## src/rtl/pta_pkg.sv

```systemverilog
package pta_pkg;

  // Default build of the block
  localparam int SEGMENTS_DEF     = 64;
  localparam int SAMPLE_WIDTH_DEF = 16;

  // Register map
  localparam int          APB_ADDR_W        = 3;
  localparam int          APB_DATA_W        = 32;
  localparam logic [0:0]  REG_PENALTY_SLOPE = 1'b0;
  localparam int          SLOPE_RESET       = 1024;

  // Q30 helpers for building the tanh breakpoints at elaboration
  localparam int               Q30   = 30;
  localparam longint unsigned  ONE30 = 64'd1 << Q30;

  // Restoring division, one quotient bit per iteration
  function automatic longint unsigned udiv64(longint unsigned num, longint unsigned den);
    longint unsigned quo;
    longint unsigned rem;
    quo = '0;
    rem = '0;
    for (int i = 63; i >= 0; i--) begin
      rem = {rem[62:0], num[i]};
      if (rem >= den) begin
        rem    = rem - den;
        quo[i] = 1'b1;
      end
    end
    return quo;
  endfunction

  // Truncating Q30 product
  function automatic longint unsigned mul_q30(longint unsigned a, longint unsigned b);
    longint unsigned hi;
    longint unsigned lo;
    hi = a >> Q30;
    lo = a & (ONE30 - 64'd1);
    return hi * b + ((lo * b) >> Q30);
  endfunction

  // Breakpoint k of tanh over [0, 4] in Q4.frac, kept non-decreasing
  function automatic longint tanh_knot(int k, int segs, int frac);
    longint unsigned t;
    longint unsigned term;
    longint unsigned r;
    longint unsigned e;
    longint unsigned den;
    longint unsigned q;
    longint          v;
    longint          best;
    t    = udiv64(64'd8 << Q30, longint'(segs));
    term = ONE30;
    r    = ONE30;
    e    = ONE30;
    best = 0;
    // exp(8/segs) as a truncated Taylor sum
    for (int n = 1; n <= 24; n++) begin
      term = udiv64((term * t) >> Q30, longint'(n));
      r    = r + term;
    end
    for (int j = 0; j <= k; j++) begin
      if (j > 0) begin
        e = mul_q30(e, r);
      end
      den = e + ONE30;
      q   = udiv64((64'd2 << (Q30 + frac)) + (den >> 1), den);
      v   = (64'sd1 <<< frac) - longint'(q);
      if (j > 0 && v < best) begin
        v = best;
      end
      best = v;
    end
    return best;
  endfunction

endpackage

```

## src/rtl/pta_tanh.sv

```systemverilog
module pta_tanh #(
  parameter int SEGMENTS     = pta_pkg::SEGMENTS_DEF,
  parameter int SAMPLE_WIDTH = pta_pkg::SAMPLE_WIDTH_DEF
) (
  input  logic                    clk_i,
  input  logic                    rst_ni,
  input  logic                    in_valid_i,
  output logic                    in_stall_o,
  input  logic [SAMPLE_WIDTH-1:0] feature_i,
  output logic                    out_valid_o,
  input  logic                    out_stall_i,
  output logic                    neg_o,
  output logic [SAMPLE_WIDTH-4:0] tanh_o
);
  import pta_pkg::*;

  localparam int FRAC = SAMPLE_WIDTH - 4;
  localparam int SPAN = SAMPLE_WIDTH - 2;   // fraction bits of the position in a segment
  localparam int KW   = FRAC + 1;           // breakpoint width, holds 0 .. one
  localparam int IW   = $clog2(SEGMENTS);
  localparam int PW   = SPAN + IW;
  localparam int MW   = KW + SPAN;

  localparam logic [KW-1:0]  ONE_Q  = {1'b1, {FRAC{1'b0}}};
  localparam logic [MW:0]    HALF_R = (MW + 1)'(1) << (SPAN - 1);

  // Breakpoint and step tables, built at elaboration
  logic [KW-1:0] base_tbl [SEGMENTS];
  logic [KW-1:0] diff_tbl [SEGMENTS];

  for (genvar k = 0; k < SEGMENTS; k++) begin : g_knot
    localparam longint KLO = tanh_knot(k, SEGMENTS, FRAC);
    localparam longint KHI = tanh_knot(k + 1, SEGMENTS, FRAC);
    assign base_tbl[k] = KW'(KLO);
    assign diff_tbl[k] = KW'(KHI - KLO);
  end

  // Stage advance, a bubble in a later stage lets earlier ones move
  logic v1_q, v2_q, v3_q, v4_q;
  logic adv1, adv2, adv3, adv4;

  assign adv4 = !v4_q || !out_stall_i;
  assign adv3 = !v3_q || adv4;
  assign adv2 = !v2_q || adv3;
  assign adv1 = !v1_q || adv2;
  assign in_stall_o = !adv1;

  always_ff @(posedge clk_i or negedge rst_ni) begin
    if (!rst_ni) begin
      v1_q <= 1'b0;
      v2_q <= 1'b0;
      v3_q <= 1'b0;
      v4_q <= 1'b0;
    end else begin
      if (adv1) v1_q <= in_valid_i;
      if (adv2) v2_q <= v1_q;
      if (adv3) v3_q <= v2_q;
      if (adv4) v4_q <= v3_q;
    end
  end

  // Stage 1: magnitude, sign, segment index and offset
  logic [SAMPLE_WIDTH-1:0] mag;
  logic [PW-1:0]           pos;
  logic                    neg1_d, sat1_d;
  logic [IW-1:0]           idx1_q;
  logic [SPAN-1:0]         rem1_q;
  logic                    neg1_q, sat1_q;

  always_comb begin
    mag    = feature_i[SAMPLE_WIDTH-1] ? (~feature_i + 1'b1) : feature_i;
    neg1_d = feature_i[SAMPLE_WIDTH-1] || (feature_i == '0);
    sat1_d = |mag[SAMPLE_WIDTH-1:SPAN];   // |x| at least 4
    pos    = PW'(mag[SPAN-1:0]) * PW'(SEGMENTS);
  end

  always_ff @(posedge clk_i) begin
    if (adv1) begin
      idx1_q <= pos[PW-1:SPAN];
      rem1_q <= pos[SPAN-1:0];
      neg1_q <= neg1_d;
      sat1_q <= sat1_d;
    end
  end

  // Stage 2: table read
  logic [KW-1:0]   base2_q, diff2_q;
  logic [SPAN-1:0] rem2_q;
  logic            neg2_q, sat2_q;

  always_ff @(posedge clk_i) begin
    if (adv2) begin
      base2_q <= base_tbl[idx1_q];
      diff2_q <= diff_tbl[idx1_q];
      rem2_q  <= rem1_q;
      neg2_q  <= neg1_q;
      sat2_q  <= sat1_q;
    end
  end

  // Stage 3: step times offset
  logic [MW-1:0] mult3_q;
  logic [KW-1:0] base3_q;
  logic          neg3_q, sat3_q;

  always_ff @(posedge clk_i) begin
    if (adv3) begin
      mult3_q <= MW'(diff2_q) * MW'(rem2_q);
      base3_q <= base2_q;
      neg3_q  <= neg2_q;
      sat3_q  <= sat2_q;
    end
  end

  // Stage 4: rounded interpolation, saturate to one beyond the table
  logic [MW:0]   interp;
  logic [KW-1:0] tanh4_d, tanh4_q;
  logic          neg4_q;

  always_comb begin
    interp  = (MW + 1)'(mult3_q) + HALF_R;
    tanh4_d = sat3_q ? ONE_Q : (base3_q + KW'(interp >> SPAN));
  end

  always_ff @(posedge clk_i) begin
    if (adv4) begin
      tanh4_q <= tanh4_d;
      neg4_q  <= neg3_q;
    end
  end

  assign out_valid_o = v4_q;
  assign neg_o       = neg4_q;
  assign tanh_o      = tanh4_q;

endmodule

```

## src/rtl/penalized_tanh_activation.sv

```systemverilog
// Penalized tanh on signed Q4.F samples (F = SAMPLE_WIDTH - 4): positive
// samples give tanh(x), zero and negative samples give penalty_slope * tanh(x),
// rounded to nearest (ties up) and saturated. tanh is interpolated between
// SEGMENTS + 1 constant breakpoints over |x| < 4 and is one beyond. The block
// takes one item per clock when not stalled, in a six-stage pipeline (magnitude
// and segment, table read, slope multiply, interpolation add, penalty multiply,
// round and saturate); out_stall_i holds the output register and the stall
// reaches the input only once every stage is full. penalty_slope (byte address
// 0) must be written by the user only while idle; the block does not enforce it.
module penalized_tanh_activation #(
  parameter int SEGMENTS     = pta_pkg::SEGMENTS_DEF,
  parameter int SAMPLE_WIDTH = pta_pkg::SAMPLE_WIDTH_DEF
) (
  input  logic                            clk_i,
  input  logic                            rst_ni,
  // sample input
  input  logic                            in_valid_i,
  output logic                            in_stall_o,
  input  logic signed [SAMPLE_WIDTH-1:0]  feature_i,
  // result output
  output logic                            out_valid_o,
  input  logic                            out_stall_i,
  output logic signed [SAMPLE_WIDTH-1:0]  activation_o,
  // register port
  input  logic                            psel,
  input  logic                            penable,
  input  logic                            pwrite,
  input  logic [pta_pkg::APB_ADDR_W-1:0]  paddr,
  input  logic [pta_pkg::APB_DATA_W-1:0]  pwdata,
  output logic [pta_pkg::APB_DATA_W-1:0]  prdata,
  output logic                            pready
);
  import pta_pkg::*;

  localparam int FRAC = SAMPLE_WIDTH - 4;
  localparam int KW   = FRAC + 1;
  localparam int PRW  = SAMPLE_WIDTH + KW + 1;   // penalty product width

  localparam logic signed [PRW:0] HALF_P = (PRW + 1)'(1) <<< (FRAC - 1);
  localparam logic signed [PRW:0] SMAX_X = ((PRW + 1)'(1) <<< (SAMPLE_WIDTH - 1)) - 1'b1;
  localparam logic signed [PRW:0] SMIN_X = -SMAX_X - 1'b1;

  // Register port
  logic signed [SAMPLE_WIDTH-1:0] slope_q;

  assign pready = 1'b1;
  assign prdata = APB_DATA_W'(slope_q);

  always_ff @(posedge clk_i or negedge rst_ni) begin
    if (!rst_ni) begin
      slope_q <= SAMPLE_WIDTH'(SLOPE_RESET);
    end else if (psel && penable && pwrite && (paddr[2] == REG_PENALTY_SLOPE)) begin
      slope_q <= pwdata[SAMPLE_WIDTH-1:0];
    end
  end

  // Stages 1 to 4: tanh of the magnitude
  logic          th_valid, th_stall, th_neg;
  logic [KW-1:0] th_mag;

  pta_tanh #(
    .SEGMENTS     (SEGMENTS),
    .SAMPLE_WIDTH (SAMPLE_WIDTH)
  ) u_tanh (
    .clk_i       (clk_i),
    .rst_ni      (rst_ni),
    .in_valid_i  (in_valid_i),
    .in_stall_o  (in_stall_o),
    .feature_i   (feature_i),
    .out_valid_o (th_valid),
    .out_stall_i (th_stall),
    .neg_o       (th_neg),
    .tanh_o      (th_mag)
  );

  // Stage advance for the back end
  logic v5_q, v6_q;
  logic adv5, adv6;

  assign adv6     = !v6_q || !out_stall_i;
  assign adv5     = !v5_q || adv6;
  assign th_stall = !adv5;

  always_ff @(posedge clk_i or negedge rst_ni) begin
    if (!rst_ni) begin
      v5_q <= 1'b0;
      v6_q <= 1'b0;
    end else begin
      if (adv5) v5_q <= th_valid;
      if (adv6) v6_q <= v5_q;
    end
  end

  // Stage 5: slope times -tanh
  logic signed [PRW-1:0] neg_th;
  logic signed [PRW-1:0] prod5_q;
  logic [KW-1:0]         th5_q;
  logic                  neg5_q;

  assign neg_th = -PRW'($signed({1'b0, th_mag}));

  always_ff @(posedge clk_i) begin
    if (adv5) begin
      prod5_q <= PRW'(slope_q) * neg_th;
      th5_q   <= th_mag;
      neg5_q  <= th_neg;
    end
  end

  // Stage 6: round, saturate, pick the branch
  logic signed [PRW:0]            rnd;
  logic signed [SAMPLE_WIDTH-1:0] res6_d, res6_q;
  logic                           neg6_q;

  always_comb begin
    rnd = ((PRW + 1)'(prod5_q) + HALF_P) >>> FRAC;
    priority if (!neg5_q) begin
      res6_d = SAMPLE_WIDTH'(th5_q);
    end else if (rnd > SMAX_X) begin
      res6_d = SMAX_X[SAMPLE_WIDTH-1:0];
    end else if (rnd < SMIN_X) begin
      res6_d = SMIN_X[SAMPLE_WIDTH-1:0];
    end else begin
      res6_d = rnd[SAMPLE_WIDTH-1:0];
    end
  end

  always_ff @(posedge clk_i) begin
    if (adv6) begin
      res6_q <= res6_d;
      neg6_q <= neg5_q;
    end
  end

  assign out_valid_o  = v6_q;
  assign activation_o = res6_q;

  // The input stalls only when the whole pipeline is full and held
  a_stall_only_when_full: assert property (@(posedge clk_i) disable iff (!rst_ni)
    in_stall_o |-> (out_valid_o && out_stall_i && v5_q && th_valid))
    else $error("input stalled with room in the pipeline");

  // A positive sample never yields more than one or less than zero
  a_pos_range: assert property (@(posedge clk_i) disable iff (!rst_ni)
    (out_valid_o && !neg6_q) |->
      (activation_o >= 0 && activation_o <= $signed(SAMPLE_WIDTH'(1) << FRAC)))
    else $error("positive branch out of range");

  // A held result keeps its value
  a_hold_result: assert property (@(posedge clk_i) disable iff (!rst_ni)
    (out_valid_o && out_stall_i) |=> $stable(activation_o))
    else $error("held result changed");

endmodule

```

## config.mk

```make
export PLATFORM = sky130hd
export DESIGN_NAME = penalized_tanh_activation
export DESIGN_NICKNAME = d
export VERILOG_FILES = /design/src/rtl/pta_pkg.sv /design/src/rtl/pta_tanh.sv /design/src/rtl/penalized_tanh_activation.sv
export SDC_FILE = /design/constraint.sdc
export NUM_CORES = 1
export LEC_CHECK = 0
export BUFFER_PORTS_ARGS = -buffer_cell sky130_fd_sc_hd__buf_2
export CAP_MARGIN = 10
export CORE_UTILIZATION = 50
export CTS_BUF_LIST = sky130_fd_sc_hd__clkbuf_8 sky130_fd_sc_hd__clkbuf_16
export DETAILED_ROUTE_END_ITERATION = 8
export GPL_TIMING_DRIVEN = 0
export MAX_ROUTING_LAYER = met4
export PLACE_DENSITY = 0.67
export SLEW_MARGIN = 0
export SYNTH_ARGS = -nofsm -noshare
export SYNTH_HDL_FRONTEND = slang
export SYNTH_SLANG_ARGS = --single-unit
```

## constraint.sdc

```tcl
create_clock -name clk_i -period 15.4 [get_ports clk_i]
set_input_delay 3.08 -clock clk_i [delete_from_list [all_inputs] [get_ports clk_i]]
set_output_delay 3.08 -clock clk_i [all_outputs]
set_load 0.02 [all_outputs]
```

==> flow_summary_export.csv <==
group,metric,value,unit
status,status,"completed",
synth,ys_dominant_reg_cell,"sky130_fd_sc_hd__edfxtp_1",
synth,post-synth-top-area-cell,"sky130_fd_sc_hd__fa_1",
clock_tree,cts_sinks,158,
synth,ys_warn_count,0,
synth,ys_ff_latch,158,
clock_tree,hold_bufs_inserted_after_cts,0,
route,detailroute.via_count,15200,
clock_tree,clock-root-buffer,"sky130_fd_sc_hd__clkbuf_16",
synth,synth_edf_count,136,
global_route,grt_start_max_net_pins,35,
global_route,number_of_global_route_vias_before_repair,15600,
setup_path,critPathKind,"flop to flop",
placed_design,io_buffers,88,
synth,seq_area_frac_synth,0.223,
min_path,timing.hold.worst.class,"flop to flop",
layout,post_route_cells_drive_above_1_share,0.0739,
sta,achievable-frequency,109,MHz
sta,maxSlewViolCount,0,
synth,synthDominantCellAreaShare,0.302,
sta,hold_viol_final,0,
clock_tree,clk_pin_slew,0.07,ns
route,post-route-drc-count,0,
placed_design,place.gp.congestion,0.971,
floorplan,fp-row-count,74,
global_route,grt_overflow,0,
synth,ys_top_cells_by_area,"sky130_fd_sc_hd__fa_1 (30%), sky130_fd_sc_hd__edfxtp_1 (20%), sky130_fd_sc_hd__ha_1 (9.3%)",
synth,postSynthCellCount,2164,
route,drt-vias-per-instance,5.40,
floorplan,core,0.0409,mm2
route,ant_nets,0,
setup_path,endpoint_kind,"flop",
setup_path,cp_data_arrival_time,9.40,ns
global_route,grt_first_pass_wirelength,86.2,mm
placed_design,preCtsSetupSlack,6.35,ns
route,drt_pre_antenna_iters,6,
floorplan,top_level_ports,109,
clock_tree,cts_made_buffers,17,
route,detail_route.iter0.violations,1050,
clock_tree,clk_path_buf_depth,2,
clock_tree,clock_latency,0.45,ns
setup_path,cp-start-kind,"flop",
sta,timing.final.crit_share,0.598,
sta,timing.final.crit_period,9.20,ns
route,wirelength,53.8,mm
floorplan,die_x,206,um
floorplan,die_height,206,um
sta,layout_setup_ws,6.20,ns
layout,area_growth_synth_to_finish,8.25,%
sta,finalSetupTns,0,ns
synth,synthArstFlopShare,0.139,
sta,timing.slew.headroom,0.312,
layout,finalNetCount,2799,
clock_tree,cts_tree,"done",
synth,mappedNetlistNets,2690,
sta,worst_skew,0.0154,ns
floorplan,initial_utilization,0.507,
setup_path,critPathMaxFanout,10,
floorplan,die-area,0.0423,mm2
clock_tree,cts_repair_resize_count,0,
clock_tree,cts_htree_levels,4,
clock_tree,post_cts.repair.setup_buffers,0,
layout,final_util,0.549,
sta,worst_slew_pin_slew,1.02,ns
sta,unrepaired_setup_endpoints_after_global_routing,"no",
synth,synth_cell_types,61,
route,route.detailed.wl_per_inst,19.1,um
flow_run,maxCapViolCount,0,
global_route,grt.total_usage,0.280,
placed_design,place.detailed.hpwl,44.1,mm
setup_path,timing.critical_path.required,15.59,ns
sta,setup_viol,0,
synth,syn-mean-instance-area,9.59,um2
global_route,antenna_violations_before_repair,2,
synth,netlist_area,0.0208,mm2
## final timing paths
path                                   from          endpoint  slack [ns]  depth (start not counted)
min in group asynchronous            rst_ni       slope_q[15]        2.63                          1
setup reg to reg           u_tanh.tanh_o[0]       prod5_q[28]        6.20                         25
hold / removal             u_tanh.rem1_q[6]  u_tanh.rem2_q[6]        0.42                          0
hold reg to reg            u_tanh.rem1_q[6]  u_tanh.rem2_q[6]        0.42                          0
max in group asynchronous            rst_ni       out_valid_o       12.32                          1
setup / recovery           u_tanh.tanh_o[0]       prod5_q[28]        6.20                         25
## registers in the layout, indices dropped and copies added (netlist names), 6 cells and up
name,cells
u_tanh.rem2_q,8
u_tanh.base3_q,12
u_tanh.tanh_o,13
u_tanh.rem1_q,8
prod5_q,19
slope_q,16
u_tanh.base2_q,12
u_tanh.diff2_q,9
activation_o,16
u_tanh.idx1_q,6
u_tanh.mult3_q,12
th5_q,13
## cell families after synthesis
family                     Yosys count  synth area share
AOI/OAI and AO/OA                  232            0.0725
buffers and inverters              567             0.106
muxes                               24            0.0134
other                                1          0.000181
DFF                                158             0.223
adders and majority gates          468             0.395
xor gates and xnor gates           107            0.0452
and+or+nand+nor                    607             0.144
## per-stage QoR
step	std cells	hold slack, ns	cell area (um2)
floorplan	2164	0.400	20800
global placement	2784	0.404	21900
detailed placement	2784	0.405	21900
CTS	2816	0.420	22400
global route	2819	0.430	22500
finish	2820	0.418	22500
## synth_stat cells, types with 16 or more instances
cell type / count
sky130_fd_sc_hd__and3_1: 22
sky130_fd_sc_hd__nand2_1: 237
sky130_fd_sc_hd__ha_1: 155
sky130_fd_sc_hd__edfxtp_1: 136
sky130_fd_sc_hd__and2_1: 162
sky130_fd_sc_hd__xor2_1: 27
sky130_fd_sc_hd__buf_4: 17
sky130_fd_sc_hd__xnor2_1: 80
sky130_fd_sc_hd__a21oi_1: 58
sky130_fd_sc_hd__clkbuf_1: 83
sky130_fd_sc_hd__fa_1: 313
sky130_fd_sc_hd__nor2_1: 81
sky130_fd_sc_hd__nand3_1: 26
sky130_fd_sc_hd__dfrtp_1: 21
sky130_fd_sc_hd__nand2b_1: 17
sky130_fd_sc_hd__o21ai_0: 46
sky130_fd_sc_hd__inv_1: 458
sky130_fd_sc_hd__mux2_2: 20
sky130_fd_sc_hd__a211oi_1: 18
sky130_fd_sc_hd__o211ai_1: 16
## layout make-up
cell class	count	area, um2
inverters	458	1720
clock inverters	15	140
fillers	3765	18500
well taps	532	666
repair buffers	90	473
plain buffers	109	475
diodes	2	5.00
flip-flops and latches	158	4640
clock buffers	17	425
multi-input cells	1439	13900
## critical path: stages, from the launching register on
cell and delay (ns):
sky130_fd_sc_hd__edfxtp_1 0.65, sky130_fd_sc_hd__inv_1 0.27, sky130_fd_sc_hd__nand4_1 0.19, sky130_fd_sc_hd__clkbuf_1 0.47, sky130_fd_sc_hd__nor2_1 0.11, sky130_fd_sc_hd__xnor2_1 0.79, sky130_fd_sc_hd__clkbuf_1 0.58, sky130_fd_sc_hd__nand2_1 0.17
sky130_fd_sc_hd__fa_1 0.57, sky130_fd_sc_hd__inv_1 0.05, sky130_fd_sc_hd__fa_1 0.56, sky130_fd_sc_hd__fa_1 0.47, sky130_fd_sc_hd__fa_1 0.53, sky130_fd_sc_hd__fa_1 0.54, sky130_fd_sc_hd__inv_1 0.05, sky130_fd_sc_hd__fa_1 0.53
sky130_fd_sc_hd__inv_1 0.05, sky130_fd_sc_hd__ha_1 0.35, sky130_fd_sc_hd__and4_1 0.23, sky130_fd_sc_hd__and3_1 0.19, sky130_fd_sc_hd__nand3_1 0.11, sky130_fd_sc_hd__and4_1 0.25, sky130_fd_sc_hd__or3_1 0.44, sky130_fd_sc_hd__a21boi_1 0.23
sky130_fd_sc_hd__o21ai_0 0.10, sky130_fd_sc_hd__a221oi_1 0.45
## per-layer routing
layer | global-route usage | vias to the layer above | share of wire
li1 | - | 6960 | -
met1 | 0.382 | 7634 | 0.45
met2 | 0.429 | 543 | 0.46
met3 | 0.0470 | 90 | 0.067
met4 | 0.0794 | 0 | 0.023
met5 | - | - | 0
## cells in the final DEF (no fill, tap or decap), types with 22 or more instances in the layout
cell type                  instances
sky130_fd_sc_hd__a21oi_1          58
sky130_fd_sc_hd__and2_1          162
sky130_fd_sc_hd__and3_1           22
sky130_fd_sc_hd__buf_2            91
sky130_fd_sc_hd__clkbuf_1         83
sky130_fd_sc_hd__edfxtp_1        136
sky130_fd_sc_hd__fa_1            313
sky130_fd_sc_hd__ha_1            155
sky130_fd_sc_hd__inv_1           458
sky130_fd_sc_hd__nand2_1         236
sky130_fd_sc_hd__nand3_1          26
sky130_fd_sc_hd__nor2_1           81
sky130_fd_sc_hd__o21ai_0          46
sky130_fd_sc_hd__xnor2_1          80
sky130_fd_sc_hd__xor2_1           27
Power is left out: the tool's default activity adds up to more than one toggle a clock period on the data nets, which glitch-free logic cannot reach.
